## src/hdl/eme_pkg.sv

```systemverilog
`default_nettype none
package eme_pkg;

  localparam int unsigned DefWidth = 32;
  localparam int unsigned ModeW    = 2;
  localparam int unsigned OutW     = 32;
  localparam int unsigned CfgIdxW  = 2;

  typedef enum logic [ModeW-1:0] {
    MODE_PUB = 2'd0,
    MODE_ENC = 2'd1,
    MODE_DEC = 2'd2,
    MODE_NONE = 2'd3
  } mode_t;

  typedef enum logic [CfgIdxW-1:0] {
    REG_MODULUS = 2'd0,
    REG_GENERATOR = 2'd1,
    REG_PRIVATE = 2'd2,
    REG_PEER = 2'd3
  } cfg_idx_t;

  // Datapath operations issued by the controller.
  typedef enum logic [3:0] {
    OP_NOP,
    OP_LOAD,      // latch item and config, clear results
    OP_REDUCE,    // one restoring step of x mod p
    OP_POW_INIT,  // acc = 1, base = reduced operand, exponent latched
    OP_MUL_INIT,  // start a shift-and-add product
    OP_MUL_STEP,  // one bit of the product
    OP_POW_STEP,  // consume product into acc or base
    OP_DIV_INIT,  // start r0 / r1
    OP_DIV_STEP,  // one quotient bit
    OP_EUC_STEP,  // rotate remainders after q*t1 product
    OP_STORE      // move a value to a result slot or to save
  } op_t;

  // Operand selectors.
  typedef enum logic [2:0] {
    SEL_GEN,
    SEL_PEER,
    SEL_C1,
    SEL_C2,
    SEL_MSG,
    SEL_ACC
  } sel_t;

  typedef enum logic [1:0] {
    EXP_PRIV,
    EXP_EPH
  } exp_sel_t;

  typedef enum logic [1:0] {
    DST_FIRST,
    DST_SECOND,
    DST_SAVE,
    DST_FIRST_ACC   // finished power straight into the first result
  } dst_t;

  typedef enum logic [2:0] {
    PM_ACC,      // acc * base
    PM_SQR,      // base * base
    PM_SAVE_RED, // save * red
    PM_QT,       // (q mod p) * t1
    PM_C2_INV    // red * t0
  } pm_t;

  typedef struct packed {
    op_t      op;
    sel_t     sel;
    exp_sel_t exp_sel;
    dst_t     dst;
    pm_t      pm;
    logic     set_status;
  } cmd_t;

  typedef struct packed {
    mode_t mode;
    logic  p_small;   // modulus below two
    logic  red_done;
    logic  mul_done;
    logic  exp_zero;
    logic  exp_bit;
    logic  div_done;
    logic  r1_zero;
    logic  r0_one;
    logic  acc_zero;
  } sts_t;

  typedef enum logic [4:0] {
    ST_IDLE,
    ST_CHECK,
    ST_RED_START,
    ST_RED,
    ST_POW_INIT,
    ST_POW_TEST,
    ST_POW_MUL,
    ST_POW_SQR,
    ST_POW_END,
    ST_MSG_RED,
    ST_MSG_MUL,
    ST_INV_START,
    ST_DIV,
    ST_QT_MUL,
    ST_EUC,
    ST_INV_END,
    ST_C2_RED,
    ST_C2_MUL,
    ST_FAIL,
    ST_OUT
  } state_t;

endpackage
`default_nettype wire

```

## src/hdl/eme_datapath.sv

```systemverilog
`default_nettype none
module eme_datapath #(
  parameter int unsigned WIDTH = eme_pkg::DefWidth
) (
  input  wire logic                   clk,
  input  wire logic                   rst_n,
  input  wire eme_pkg::cmd_t          cmd,
  output eme_pkg::sts_t               sts,
  input  wire logic [WIDTH-1:0]       p_i,
  input  wire logic [WIDTH-1:0]       g_i,
  input  wire logic [WIDTH-1:0]       priv_i,
  input  wire logic [WIDTH-1:0]       peer_i,
  input  wire logic [1:0]             mode_i,
  input  wire logic [WIDTH-1:0]       msg_i,
  input  wire logic [WIDTH-1:0]       eph_i,
  input  wire logic [WIDTH-1:0]       c1_i,
  input  wire logic [WIDTH-1:0]       c2_i,
  output logic [WIDTH-1:0]            first_o,
  output logic [WIDTH-1:0]            second_o,
  output logic                        status_o
);
  import eme_pkg::*;

  localparam int unsigned CntW = $clog2(WIDTH + 1);

  mode_t            mode_r;
  logic [WIDTH-1:0] p_r, g_r, priv_r, peer_r, msg_r, eph_r, c1_r, c2_r;
  logic [WIDTH-1:0] acc_r, base_r, exp_r, save_r, red_r;
  logic [WIDTH-1:0] ma_r, mb_r, mp_r;         // product: multiplicand, multiplier, partial
  logic [WIDTH-1:0] r0_r, r1_r, t0_r, t1_r, q_r, rem_r, dsh_r;
  logic [WIDTH-1:0] rsh_r;                    // reduction shift register
  logic [CntW-1:0]  cnt_r;
  logic [WIDTH-1:0] first_r, second_r;
  logic             status_r;

  // (a + b) mod p for a, b < p
  function automatic logic [WIDTH-1:0] addm(input logic [WIDTH-1:0] a,
                                            input logic [WIDTH-1:0] b,
                                            input logic [WIDTH-1:0] m);
    logic [WIDTH-1:0] room;
    room = m - b;
    return (a >= room) ? (a - room) : (a + b);
  endfunction

  logic [WIDTH-1:0] sel_v, pm_a, pm_b;
  logic [WIDTH:0]   red_sh, div_sh;

  always_comb begin
    sel_v = '0;
    unique case (cmd.sel)
      SEL_GEN:  sel_v = g_r;
      SEL_PEER: sel_v = peer_r;
      SEL_C1:   sel_v = c1_r;
      SEL_C2:   sel_v = c2_r;
      SEL_MSG:  sel_v = msg_r;
      SEL_ACC:  sel_v = acc_r;
      default:  sel_v = '0;
    endcase
    pm_a = acc_r;
    pm_b = base_r;
    unique case (cmd.pm)
      PM_ACC:      begin pm_a = acc_r;  pm_b = base_r; end
      PM_SQR:      begin pm_a = base_r; pm_b = base_r; end
      PM_SAVE_RED: begin pm_a = save_r; pm_b = red_r;  end
      // A Euclid quotient never exceeds p, so one subtraction reduces it.
      PM_QT:       begin pm_a = (q_r >= p_r) ? (q_r - p_r) : q_r; pm_b = t1_r; end
      PM_C2_INV:   begin pm_a = red_r;  pm_b = t0_r;   end
      default:     begin pm_a = acc_r;  pm_b = base_r; end
    endcase
    red_sh = {red_r, rsh_r[WIDTH-1]};
    div_sh = {rem_r, dsh_r[WIDTH-1]};
  end

  always_ff @(posedge clk) begin
    if (!rst_n) begin
      status_r <= 1'b0;
      cnt_r    <= '0;
    end else begin
      unique case (cmd.op)
        OP_LOAD: begin
          mode_r <= mode_t'(mode_i);
          p_r <= p_i; g_r <= g_i; priv_r <= priv_i; peer_r <= peer_i;
          msg_r <= msg_i; eph_r <= eph_i; c1_r <= c1_i; c2_r <= c2_i;
          first_r <= '0; second_r <= '0; status_r <= 1'b0;
        end
        OP_REDUCE: begin
          // Bit-serial restoring reduction of rsh into red.
          if (cnt_r == '0) begin
            rsh_r <= sel_v;
            red_r <= '0;
            cnt_r <= CntW'(WIDTH);
          end else begin
            rsh_r <= rsh_r << 1;
            red_r <= (red_sh >= {1'b0, p_r}) ? WIDTH'(red_sh - {1'b0, p_r})
                                             : red_sh[WIDTH-1:0];
            cnt_r <= cnt_r - 1'b1;
          end
        end
        OP_POW_INIT: begin
          acc_r  <= WIDTH'(1);
          base_r <= red_r;
          exp_r  <= (cmd.exp_sel == EXP_PRIV) ? priv_r : eph_r;
        end
        OP_MUL_INIT: begin
          ma_r <= pm_a;
          mb_r <= pm_b;
          mp_r <= '0;
        end
        OP_MUL_STEP: begin
          if (mb_r[0]) mp_r <= addm(mp_r, ma_r, p_r);
          ma_r <= addm(ma_r, ma_r, p_r);
          mb_r <= mb_r >> 1;
        end
        OP_POW_STEP: begin
          unique case (cmd.pm)
            PM_ACC:  acc_r  <= mp_r;
            PM_SQR:  begin base_r <= mp_r; exp_r <= exp_r >> 1; end
            default: acc_r  <= mp_r;
          endcase
        end
        OP_DIV_INIT: begin
          if (cmd.sel == SEL_ACC) begin
            // Start extended Euclid: r0 = p, r1 = s, t0 = 0, t1 = 1.
            r0_r <= p_r; r1_r <= acc_r; t0_r <= '0; t1_r <= WIDTH'(1);
            dsh_r <= p_r;
          end else begin
            dsh_r <= r0_r;
          end
          rem_r <= '0;
          q_r   <= '0;
          cnt_r <= CntW'(WIDTH);
        end
        OP_DIV_STEP: begin
          dsh_r <= dsh_r << 1;
          if (div_sh >= {1'b0, r1_r}) begin
            rem_r <= WIDTH'(div_sh - {1'b0, r1_r});
            q_r   <= {q_r[WIDTH-2:0], 1'b1};
          end else begin
            rem_r <= div_sh[WIDTH-1:0];
            q_r   <= {q_r[WIDTH-2:0], 1'b0};
          end
          cnt_r <= cnt_r - 1'b1;
        end
        OP_EUC_STEP: begin
          r0_r <= r1_r;
          r1_r <= rem_r;
          t0_r <= t1_r;
          t1_r <= addm(t0_r, (mp_r == '0) ? '0 : (p_r - mp_r), p_r);
        end
        OP_STORE: begin
          unique case (cmd.dst)
            DST_FIRST:     first_r  <= mp_r;
            DST_SECOND:    second_r <= mp_r;
            DST_SAVE:      save_r   <= acc_r;
            DST_FIRST_ACC: first_r  <= acc_r;
            default:       save_r   <= acc_r;
          endcase
        end
        default: ;
      endcase
      if (cmd.set_status) status_r <= 1'b1;
    end
  end

  assign sts.mode     = mode_r;
  assign sts.p_small  = (p_r < WIDTH'(2));
  assign sts.red_done = (cnt_r == CntW'(1)) && (cmd.op == OP_REDUCE);
  assign sts.mul_done = (mb_r == '0);
  assign sts.exp_zero = (exp_r == '0);
  assign sts.exp_bit  = exp_r[0];
  assign sts.div_done = (cnt_r == '0);
  assign sts.r1_zero  = (r1_r == '0);
  assign sts.r0_one   = (r0_r == WIDTH'(1));
  assign sts.acc_zero = (acc_r == '0);

  assign first_o  = first_r;
  assign second_o = second_r;
  assign status_o = status_r;

endmodule
`default_nettype wire

```

## src/hdl/eme_controller.sv

```systemverilog
`default_nettype none
module eme_controller (
  input  wire logic           clk,
  input  wire logic           rst_n,
  input  wire logic           start_i,
  input  wire logic           out_free_i,
  output logic                busy_o,
  output logic                done_o,
  output eme_pkg::cmd_t       cmd,
  input  wire eme_pkg::sts_t  sts
);
  import eme_pkg::*;

  // Which exponentiation or product is under way.
  typedef enum logic [2:0] {
    PH_PUB,
    PH_C1,
    PH_PEER,
    PH_DEC
  } phase_t;

  state_t state_r, state_nxt;
  phase_t phase_r, phase_nxt;
  logic   sqr_r, sqr_nxt;

  always_ff @(posedge clk) begin
    if (!rst_n) begin
      state_r <= ST_IDLE;
      phase_r <= PH_PUB;
      sqr_r   <= 1'b0;
    end else begin
      state_r <= state_nxt;
      phase_r <= phase_nxt;
      sqr_r   <= sqr_nxt;
    end
  end

  always_comb begin
    state_nxt = state_r;
    phase_nxt = phase_r;
    sqr_nxt   = sqr_r;
    cmd       = '{op: OP_NOP, sel: SEL_GEN, exp_sel: EXP_PRIV, dst: DST_FIRST,
                  pm: PM_ACC, set_status: 1'b0};
    busy_o    = (state_r != ST_IDLE);
    done_o    = 1'b0;
    unique case (state_r)
      ST_IDLE: begin
        // The word is latched at the edge where it is accepted.
        if (start_i) begin
          cmd.op = OP_LOAD;
          state_nxt = ST_CHECK;
        end
      end
      ST_CHECK: begin
        if (sts.p_small || sts.mode == MODE_NONE) begin
          if (sts.mode == MODE_DEC) cmd.set_status = 1'b1;
          state_nxt = ST_OUT;
        end else begin
          unique case (sts.mode)
            MODE_PUB: phase_nxt = PH_PUB;
            MODE_ENC: phase_nxt = PH_C1;
            default:  phase_nxt = PH_DEC;
          endcase
          state_nxt = ST_RED_START;
        end
      end
      ST_RED_START: begin
        cmd.op = OP_REDUCE;
        unique case (phase_r) inside
          PH_PUB, PH_C1: cmd.sel = SEL_GEN;
          PH_PEER:       cmd.sel = SEL_PEER;
          default:       cmd.sel = SEL_C1;
        endcase
        state_nxt = ST_RED;
      end
      ST_RED: begin
        cmd.op = OP_REDUCE;
        if (sts.red_done) state_nxt = ST_POW_INIT;
      end
      ST_POW_INIT: begin
        cmd.op = OP_POW_INIT;
        cmd.exp_sel = (phase_r == PH_C1 || phase_r == PH_PEER) ? EXP_EPH : EXP_PRIV;
        state_nxt = ST_POW_TEST;
      end
      ST_POW_TEST: begin
        if (sts.exp_zero) begin
          state_nxt = ST_POW_END;
        end else begin
          cmd.op = OP_MUL_INIT;
          sqr_nxt = !sts.exp_bit;
          cmd.pm  = sts.exp_bit ? PM_ACC : PM_SQR;
          state_nxt = ST_POW_MUL;
        end
      end
      ST_POW_MUL: begin
        if (sts.mul_done) begin
          cmd.op = OP_POW_STEP;
          cmd.pm = sqr_r ? PM_SQR : PM_ACC;
          state_nxt = sqr_r ? ST_POW_TEST : ST_POW_SQR;
        end else begin
          cmd.op = OP_MUL_STEP;
        end
      end
      ST_POW_SQR: begin
        cmd.op = OP_MUL_INIT;
        cmd.pm = PM_SQR;
        sqr_nxt = 1'b1;
        state_nxt = ST_POW_MUL;
      end
      ST_POW_END: begin
        unique case (phase_r)
          PH_PUB: begin
            cmd.op = OP_STORE;
            cmd.dst = DST_FIRST_ACC;
            state_nxt = ST_OUT;
          end
          PH_C1: begin
            // c1 is finished; the power of the peer key comes next.
            cmd.op = OP_STORE;
            cmd.dst = DST_FIRST_ACC;
            phase_nxt = PH_PEER;
            state_nxt = ST_RED_START;
          end
          PH_PEER: begin
            cmd.op = OP_STORE;
            cmd.dst = DST_SAVE;
            state_nxt = ST_MSG_RED;
          end
          default: begin
            if (sts.acc_zero) state_nxt = ST_FAIL;
            else state_nxt = ST_INV_START;
          end
        endcase
      end
      ST_MSG_RED: begin
        cmd.op = OP_REDUCE;
        cmd.sel = SEL_MSG;
        if (sts.red_done) begin
          sqr_nxt = 1'b0;
          state_nxt = ST_C2_MUL;
          cmd.op = OP_REDUCE;
        end
      end
      ST_MSG_MUL: begin
        // Finish the reduction of c2 before the final product.
        cmd.op = OP_REDUCE;
        if (sts.red_done) begin
          sqr_nxt = 1'b1;
          state_nxt = ST_C2_MUL;
        end
      end
      ST_C2_MUL: begin
        cmd.op = OP_MUL_INIT;
        cmd.pm = PM_SAVE_RED;
        state_nxt = ST_C2_RED;
      end
      ST_C2_RED: begin
        if (sts.mul_done) begin
          cmd.op = OP_STORE;
          if (phase_r == PH_PEER) cmd.dst = DST_SECOND;
          else cmd.dst = DST_FIRST;
          state_nxt = ST_OUT;
        end else begin
          cmd.op = OP_MUL_STEP;
        end
      end
      ST_INV_START: begin
        cmd.op = OP_DIV_INIT;
        cmd.sel = SEL_ACC;
        state_nxt = ST_DIV;
      end
      ST_DIV: begin
        if (sts.div_done) begin
          state_nxt = ST_QT_MUL;
        end else begin
          cmd.op = OP_DIV_STEP;
        end
      end
      ST_QT_MUL: begin
        cmd.op = OP_MUL_INIT;
        cmd.pm = PM_QT;
        state_nxt = ST_EUC;
      end
      ST_EUC: begin
        if (sts.mul_done) begin
          cmd.op = OP_EUC_STEP;
          state_nxt = ST_INV_END;
        end else begin
          cmd.op = OP_MUL_STEP;
        end
      end
      ST_INV_END: begin
        if (!sts.r1_zero) begin
          cmd.op = OP_DIV_INIT;
          cmd.sel = SEL_GEN;
          state_nxt = ST_DIV;
        end else if (!sts.r0_one) begin
          state_nxt = ST_FAIL;
        end else begin
          cmd.op = OP_REDUCE;
          cmd.sel = SEL_C2;
          state_nxt = ST_MSG_MUL;
          phase_nxt = PH_DEC;
        end
      end
      ST_FAIL: begin
        cmd.set_status = 1'b1;
        state_nxt = ST_OUT;
      end
      ST_OUT: begin
        done_o = 1'b1;
        if (out_free_i) state_nxt = ST_IDLE;
      end
      default: state_nxt = ST_IDLE;
    endcase
    if (state_r == ST_C2_MUL && phase_r == PH_DEC) cmd.pm = PM_C2_INV;
  end

endmodule
`default_nettype wire

```

## src/hdl/elgamal_modular_engine.sv

```systemverilog
`default_nettype none
// ElGamal engine over a prime modulus p held in configuration. Each input word
// carries a mode: public key (g^x mod p), encryption (c1 = g^k, c2 = y^k * m mod p)
// or decryption (m = c2 * (c1^x)^-1 mod p, status set when the shared secret has
// no inverse). One word is in flight at a time and is latched when accepted. An
// item goes straight from the check to the output for a degenerate modulus or the
// unused mode; otherwise its run time is set by the single bit-serial
// add-and-double multiplier and the bit-serial divider in the datapath.
// Configuration may be written only while the engine is idle.
module elgamal_modular_engine #(
  parameter int unsigned WIDTH = eme_pkg::DefWidth
) (
  input  wire logic                          clk,
  input  wire logic                          rst_n,
  input  wire logic                          in_valid,
  output logic                               in_stall,
  input  wire logic [eme_pkg::ModeW-1:0]     in_mode,
  input  wire logic [WIDTH-1:0]              in_message,
  input  wire logic [WIDTH-1:0]              in_ephemeral_key,
  input  wire logic [WIDTH-1:0]              in_cipher_first,
  input  wire logic [WIDTH-1:0]              in_cipher_second,
  output logic                               out_valid,
  input  wire logic                          out_stall,
  output logic [eme_pkg::OutW-1:0]           out_result_first,
  output logic [eme_pkg::OutW-1:0]           out_result_second,
  output logic                               out_status,
  input  wire logic                          cfg_we,
  input  wire logic [eme_pkg::CfgIdxW-1:0]   cfg_index,
  input  wire logic [WIDTH-1:0]              cfg_data
);
  import eme_pkg::*;

  logic [WIDTH-1:0] modulus_r, generator_r, private_key_r, peer_public_key_r;
  logic [WIDTH-1:0] first_w, second_w;
  logic             status_w, busy_w, done_w;
  cmd_t             cmd_w;
  sts_t             sts_w;

  always_ff @(posedge clk) begin
    if (!rst_n) begin
      modulus_r         <= WIDTH'(11);
      generator_r       <= WIDTH'(2);
      private_key_r     <= WIDTH'(5);
      peer_public_key_r <= WIDTH'(10);
    end else if (cfg_we) begin
      unique case (cfg_idx_t'(cfg_index))
        REG_MODULUS:   modulus_r         <= cfg_data;
        REG_GENERATOR: generator_r       <= cfg_data;
        REG_PRIVATE:   private_key_r     <= cfg_data;
        REG_PEER:      peer_public_key_r <= cfg_data;
        default: ;
      endcase
    end
  end

  assign in_stall = busy_w;

  eme_controller u_ctrl (
    .clk        (clk),
    .rst_n      (rst_n),
    .start_i    (in_valid),
    .out_free_i (!out_stall),
    .busy_o     (busy_w),
    .done_o     (done_w),
    .cmd        (cmd_w),
    .sts        (sts_w)
  );

  eme_datapath #(.WIDTH(WIDTH)) u_dp (
    .clk      (clk),
    .rst_n    (rst_n),
    .cmd      (cmd_w),
    .sts      (sts_w),
    .p_i      (modulus_r),
    .g_i      (generator_r),
    .priv_i   (private_key_r),
    .peer_i   (peer_public_key_r),
    .mode_i   (in_mode),
    .msg_i    (in_message),
    .eph_i    (in_ephemeral_key),
    .c1_i     (in_cipher_first),
    .c2_i     (in_cipher_second),
    .first_o  (first_w),
    .second_o (second_w),
    .status_o (status_w)
  );

  assign out_valid         = done_w;
  assign out_result_first  = OutW'(first_w);
  assign out_result_second = OutW'(second_w);
  assign out_status        = status_w;

  // A word is only offered while the engine is busy.
  a_valid_busy: assert property (@(posedge clk) disable iff (!rst_n)
    out_valid |-> in_stall) else $error("result word offered while idle");

  // Second result is nonzero only for encryption.
  a_second_zero: assert property (@(posedge clk) disable iff (!rst_n)
    (out_valid && out_result_second != '0) |-> (sts_w.mode == MODE_ENC))
    else $error("second result set outside encryption");

  // Status is set only in decryption.
  a_status_dec: assert property (@(posedge clk) disable iff (!rst_n)
    (out_valid && out_status) |-> (sts_w.mode == MODE_DEC))
    else $error("status set outside decryption");

endmodule
`default_nettype wire

```

## config.mk

```make
export PLATFORM = sky130hd
export DESIGN_NAME = elgamal_modular_engine
export DESIGN_NICKNAME = d
export VERILOG_FILES = /design/src/hdl/eme_pkg.sv /design/src/hdl/eme_datapath.sv /design/src/hdl/eme_controller.sv /design/src/hdl/elgamal_modular_engine.sv
export SDC_FILE = /design/constraint.sdc
export NUM_CORES = 2
export LEC_CHECK = 0
export BUFFER_PORTS_ARGS = -buffer_cell sky130_fd_sc_hd__buf_4
export CAP_MARGIN = 20
export CORE_ASPECT_RATIO = 1.75
export CORE_MARGIN = 3
export CORE_UTILIZATION = 48
export CTS_CLUSTER_SIZE = 40
export DETAILED_ROUTE_END_ITERATION = 8
export SYNTH_ARGS = -nofsm -noshare
export SYNTH_HDL_FRONTEND = slang
export SYNTH_SLANG_ARGS = --single-unit
```

## constraint.sdc

```tcl
create_clock -name clk -period 15.4 [get_ports clk]
set_input_delay 1.54 -clock clk [delete_from_list [all_inputs] [get_ports clk]]
set_output_delay 1.54 -clock clk [all_outputs]
set_load 0.02 [all_outputs]
```

---- Word-level counts from Yosys, hierarchy flattened ----
Index checks and enable logic that the tools add are counted.
storage, ports and cells
  flip-flop bits (word level) ............. 978
  word-level logic and storage cells ...... 278
  bits of input ports ..................... 169
  output and inout port bits .............. 67
operators by class
  muxes and demuxes ....................... 96
  reduce and logical (&&, ||, !) cells .... 52
  add/subtract/negate cells ............... 13
  equality and inequality tests ........... 73
  magnitude comparators ................... 7
operator list
  kind                                                          count
  case mux 32 bit (2 select lines)                              16
  two-way mux 32 bit                                            18
  subtractor 32 bit                                             9
  case mux 32 bit (6 select lines)                              1
  logical NOT 32 bit                                            5
  greater-or-equal comparator 32 bit                            4
  case mux 32 bit (4 select lines)                              1
  adder 32 bit                                                  3
  case mux 32 bit (3 select lines)                              1
  case mux 5 bit (19 select lines)                              1
  greater-or-equal comparator 33 x 32 -> 1 bit                  2
  two-way mux 5 bit                                             13
  case mux 4 bit (12 select lines)                              1
  == test 5 x 4 -> 1 bit (second input constant)                8
  == test 32 x 1 -> 1 bit (second input constant)               1
  less-than comparator 32 x 2 -> 1 bit (second input constant)  1
  two-way mux 3 bit                                             8
  != test 2 bit (second input constant)                         12
  AND reduction 3 bit                                           7
  == test 5 x 3 -> 1 bit (second input constant)                4
  == test 5 bit (second input constant)                         4
  two-way mux 4 bit                                             5
  == test 3 x 2 -> 1 bit (second input constant)                6
  case mux 6 bit (3 select lines)                               1
  other kinds (43)                                              109

---- Depth between registers and ports, before layout ----
  depth after elaboration ................. 8
  depth in mapped cells ................... 40
  gate-level depth less buffers ........... 38

---- Cells and area by module ----
Synthesis repeated with hierarchy kept, for this count alone.
unflattened totals
  cells, all modules ...................... 5939
  area total of the unflattened synthesis .. 59311.9 µm²
modules (own cells, without submodules)
  module                  instances  cells each  area each (µm²)  seq. area each (µm²)
  eme_datapath            1          5284        53199.8          25184.2
  elgamal_modular_engine  1          458         4735.8           2562.5
  eme_controller          1          197         1376.3           160.2

---- Worst setup path before layout ----
Ideal clock, no wire load.
  path type ............................... in2reg
  from .................................... input rst_n
  to ...................................... register u_dp.c1_r[0], enable pin
  buffers on the path ..................... 1
  data required time ...................... 14.517 ns
  data arrival time ....................... 12.572 ns
  cell stages on the path ................. 3
  slack ................................... 1.945 ns
  setup time .............................. 0.883 ns
  cells stage by stage .................... clkinv_1 clkbuf_1 nor2_1
between the ends
  longest elaborated chain between the ends .. 1
ends and longest elaborated chain
  item                                  line                          RTL
  start, declared                       elgamal_modular_engine.sv:14  input wire logic rst_n,
  AND reduction 2 bit (no source line)  n/a
  end signal, assigned                  eme_datapath.sv:83            msg_r <= msg_i; eph_r <= eph_i; c1_r <= c1_i; c2_r <= c2_i;
  end, declared                         eme_datapath.sv:27            logic [WIDTH-1:0] p_r, g_r, priv_r, peer_r, msg_r, eph_r, c1_r, c2_r;
Every way passes these cells.
A chain may end at the register's enable or synchronous reset.

---- Worst setup path in the final report ----
  from .................................... register u_dp.p_r[1]
  to ...................................... register u_dp.t1_r[13] (data pin)
between the ends
  longest elaborated chain between the ends .. 6
  elaborated cells between the ends (all ways) .. 8
  classes of those cells .................. add/sub: 4; order compare: 1; mux: 3
ends and longest elaborated chain
  item                                                                     line                 RTL
  start, declared                                                          eme_datapath.sv:27
  start signal, assigned                                                   eme_datapath.sv:82   p_r <= p_i; g_r <= g_i; priv_r <= priv_i; peer_r <= peer_i;
  subtractor 32 bit                                                        eme_datapath.sv:148  t1_r <= addm(t0_r, (mp_r == '0) ? '0 : (p_r - mp_r), p_r);
  two-way mux 32 bit                                                       eme_datapath.sv:148
  subtractor 32 bit                                                        eme_datapath.sv:41   room = m - b;
  subtractor 32 bit or greater-or-equal comparator 32 bit (tied branches)  eme_datapath.sv:42   return (a >= room) ? (a - room) : (a + b);
  two-way mux 32 bit (*)                                                   eme_datapath.sv:42
  case mux 32 bit (2 select lines) (*)                                     eme_datapath.sv:79   unique case (cmd.op)
  end signal, assigned                                                     eme_datapath.sv:148
  end, declared                                                            eme_datapath.sv:30   logic [WIDTH-1:0] r0_r, r1_r, t0_r, t1_r, q_r, rem_r, dsh_r;
Every way passes the cells marked *; elsewhere a longest branch is shown, timed or not.

==> impl_metrics.env <==
export IMPL_start_util_pct=48.51
export IMPL_holdPathEnd="u_dp.p_r[20]$_DFFE_PP_"
export IMPL_worstSetupPathType="flop to flop"
export IMPL_cpMaxStageDelayCell="o21ai_0"
export IMPL_yosysMostFrequentCell="edfxtp_1"
export IMPL_grt_pass1_wl_um=320900
export IMPL_detail_route_antenna_nets=0
export IMPL_synthFlopType="edfxtp_1"
export IMPL_totalWireLength_um=225000
export IMPL_cts_resized=0
export IMPL_portBuffers=235
export IMPL_hold_path_class="flop to flop"
export IMPL_io_pins=236
export IMPL_clk_pin_slew_ns=0.07
export IMPL_worst_path_max_fanout=30
export IMPL_synth_cell_type_count=84
export IMPL_r2r_start="u_dp.p_r[1]$_DFFE_PP_"
export IMPL_hold_viol=0
export IMPL_finalSetupViolCount=0
export IMPL_fin_worst_skew_ns=0.05621
export IMPL_die_h_um=466.8
export IMPL_multi_input_area_mm2=0.02857
export IMPL_path_depth=37
export IMPL_cp_buffers_inverters=2
export IMPL_tightest_slew_ns=1.294
export IMPL_dp_hpwl_um=170500
export IMPL_maxSlewViolCount=0
export IMPL_synth_commonest_cells="834 x edfxtp_1, 702 x nand2_1, 621 x nor2_1"
export IMPL_rsz0062_at_grt="false"
export IMPL_post_cts_setup_buffer_count=0
export IMPL_crit_family="compound AO/OA/AOI/OAI gates"
export IMPL_hold_depth=0
export IMPL_gp_congestion=1.066
export IMPL_vdd_drop_max_mv=0.1405
export IMPL_ctsHoldBuffers=0
export IMPL_yosys_register_bits=977
export IMPL_drc_errors=0
export IMPL_dr_pass1_iters=8
export IMPL_grt_pass1_vias=47980
export IMPL_vias=48140
export IMPL_rows=168
export IMPL_synthTopCellsByArea="edfxtp_1 43%, ha_1 7.7%, a21oi_1 5.2%"
export IMPL_status="finished, final reports clean"
export IMPL_syn_avg_cell_area_um2=9.848
export IMPL_crit_top_cell="a21oi_1"
export IMPL_grt_start_max_net_pins=176
export IMPL_worst_hold_slack_ns=0.4275
export IMPL_rrSetupSlack_ns=6.17
export IMPL_regArea_mm2=0.02791
export IMPL_cts_sinks=977
export IMPL_clkLatencyLatePin_ns=0.74
export IMPL_critPathMaxStageDelay_ns=0.85
export IMPL_synthCells=5913
export IMPL_cts_buffers=94
export IMPL_min_period_ns=9.225
export IMPL_netlist_area_mm2=0.05823
export IMPL_synth_top_area_cell="edfxtp_1"
export IMPL_cts_tree="done"
export IMPL_relSlewSlack_pct=13.76
export IMPL_power_density_mw_per_mm2=170.9
export IMPL_fin_nets=6634
export IMPL_reg2reg_to="u_dp.t1_r[13]$_SDFFCE_PN0P_"
export IMPL_core_area_mm2=0.1200
export IMPL_layout_worst_path_cycle_share_pct=59.90
export IMPL_gr_total_overflow=0
export IMPL_tns_ns=0
export IMPL_viasPerCell=6.178
export IMPL_synth_yosys_warnings=0
export IMPL_synthArstFlopShare_pct=0
export IMPL_r2r_worst_path_cells=37
export IMPL_dieWidth_um=269.3
export IMPL_area_growth_pct=12.17
export IMPL_power_leakage_nw=25.49
export IMPL_nFillCells=10860
export IMPL_achievable_frequency_mhz=108.4
export IMPL_synth_top_area_share_pct=43.01
export IMPL_die_area_mm2=0.1257
export IMPL_grt_use_total_pct=34.93
export IMPL_required_ns=15.80
export IMPL_clockRootBuffer="clkbuf_16"
export IMPL_maxCapViolCount=0
export IMPL_critical_path_startpoint_type="flop"
export IMPL_antenna_found_initial=9
export IMPL_cp_data_arrival_time_ns=9.62
export IMPL_cts_path_max_buffers=3
export IMPL_drt_initial_drc_count=4156
export IMPL_endpoint_kind="flop"
export IMPL_hp_start="modulus_r[20]$_SDFFE_PN0P_"
export IMPL_drive_gt1_share_pct=9.866
export IMPL_wire_per_inst_um=28.88
export IMPL_ys_seq_area_share_pct=47.93
export IMPL_synth_edff_count=834
export IMPL_h_tree_depth=3
export IMPL_synth_nets=6450
==> cell families after synthesis <==
logic type | Yosys count | share of synthesized area (%)
adders and majority gates | 368 | 8.049
DFF | 977 | 47.93
muxes | 170 | 2.929
xor gates and xnor gates | 301 | 4.527
AOI/OAI and AO/OA | 1635 | 18.11
and+or+nand+nor | 1949 | 15.04
buffers and inverters | 513 | 3.414
==> final cells by class <==
cell class                 instances  share of cell area, %
clock buffer                     120                  4.023
timing repair buffer             346                  4.030
inverter                         255                  1.469
multi-input combinational       4423                  43.74
tap                             1615                  3.094
clock inverter                    52                 0.9042
sequential                       977                  42.73
antenna                            4                0.01533
==> stage by stage <==
step,instance area (um^2),worst slack [ns],instances,power [mW],util [%]
6_report,65320,6.175,7792,11.16,54.42
5_1_grt,65310,5.526,7788,11.70,54.41
4_1_cts,65250,6.221,7783,11.10,54.36
3_5_place_dp,62030,6.283,7611,8.623,51.68
3_3_place_gp,62030,6.446,7611,8.621,51.68
2_1_floorplan,58230,1.945,5913,7.102,-
==> power by group <==
part	total, mW	internal [mW]	switching [mW]
combinational	5.23	1.99	3.24
sequential	3.46	3.26	0.194
clock	2.47	1.36	1.12
total	11.2	6.61	4.55
==> worst max path at each step <==
stage,start,end,slack [ns]
finish,u_dp.p_r[1]$_DFFE_PP_,u_dp.t1_r[13]$_SDFFCE_PN0P_,6.17
global placement,u_dp.p_r[1]$_DFFE_PP_,u_dp.t1_r[1]$_SDFFCE_PN0P_,6.45
detailed placement,u_dp.p_r[1]$_DFFE_PP_,u_dp.t1_r[1]$_SDFFCE_PN0P_,6.28
floorplan,rst_n,u_dp.c1_r[0]$_DFFE_PP_,1.95
global route,u_dp.p_r[1]$_DFFE_PP_,u_dp.t1_r[1]$_SDFFCE_PN0P_,5.53
CTS,u_dp.p_r[1]$_DFFE_PP_,u_dp.t1_r[13]$_SDFFCE_PN0P_,6.22
==> metal layers <==
metal / vias to the layer above / track usage (%) / wire [um]
met5: - / 0 / 24
met1: 23300 / 35.26 / 75140
met3: 676 / 4.793 / 13020
li1: 22080 / - / -
met2: 2083 / 63.87 / 114300
met4: 4 / 28.89 / 22560
==> placed cells by master, fill, tap and decap left out, drive strengths merged, types with 14 or more instances in the layout <==
| cell | synthesis | routed |
|---|---|---|
| edfxtp | 834 | 834 |
| nand2 | 702 | 702 |
| nor2 | 621 | 621 |
| a21oi | 607 | 607 |
| ha | 357 | 357 |
| buf | 38 | 343 |
| o21ai | 289 | 289 |
| inv | 254 | 262 |
| xnor2 | 196 | 196 |
| a21o | 194 | 194 |
| mux2i | 167 | 167 |
| dfxtp | 143 | 143 |
| clkbuf | 220 | 123 |
| xor2 | 105 | 105 |
| nand3 | 100 | 100 |
| and2 | 86 | 86 |
| nor3 | 80 | 80 |
| nor4 | 70 | 70 |
| a221o | 66 | 66 |
| a31oi | 62 | 62 |
| nand2b | 60 | 60 |
| nor2b | 59 | 59 |
| nand4 | 54 | 54 |
| o21a | 48 | 48 |
| a211oi | 45 | 45 |
| o211ai | 44 | 44 |
| o21bai | 36 | 36 |
| o22a | 32 | 32 |
| a222oi | 32 | 32 |
| clkinv | 1 | 31 |
| or2 | 25 | 25 |
| a221oi | 25 | 25 |
| or3 | 24 | 24 |
| and3 | 23 | 23 |
| o31ai | 22 | 22 |
| a21boi | 15 | 15 |
| a22oi | 14 | 14 |
(Power assumes the default switching activity.)
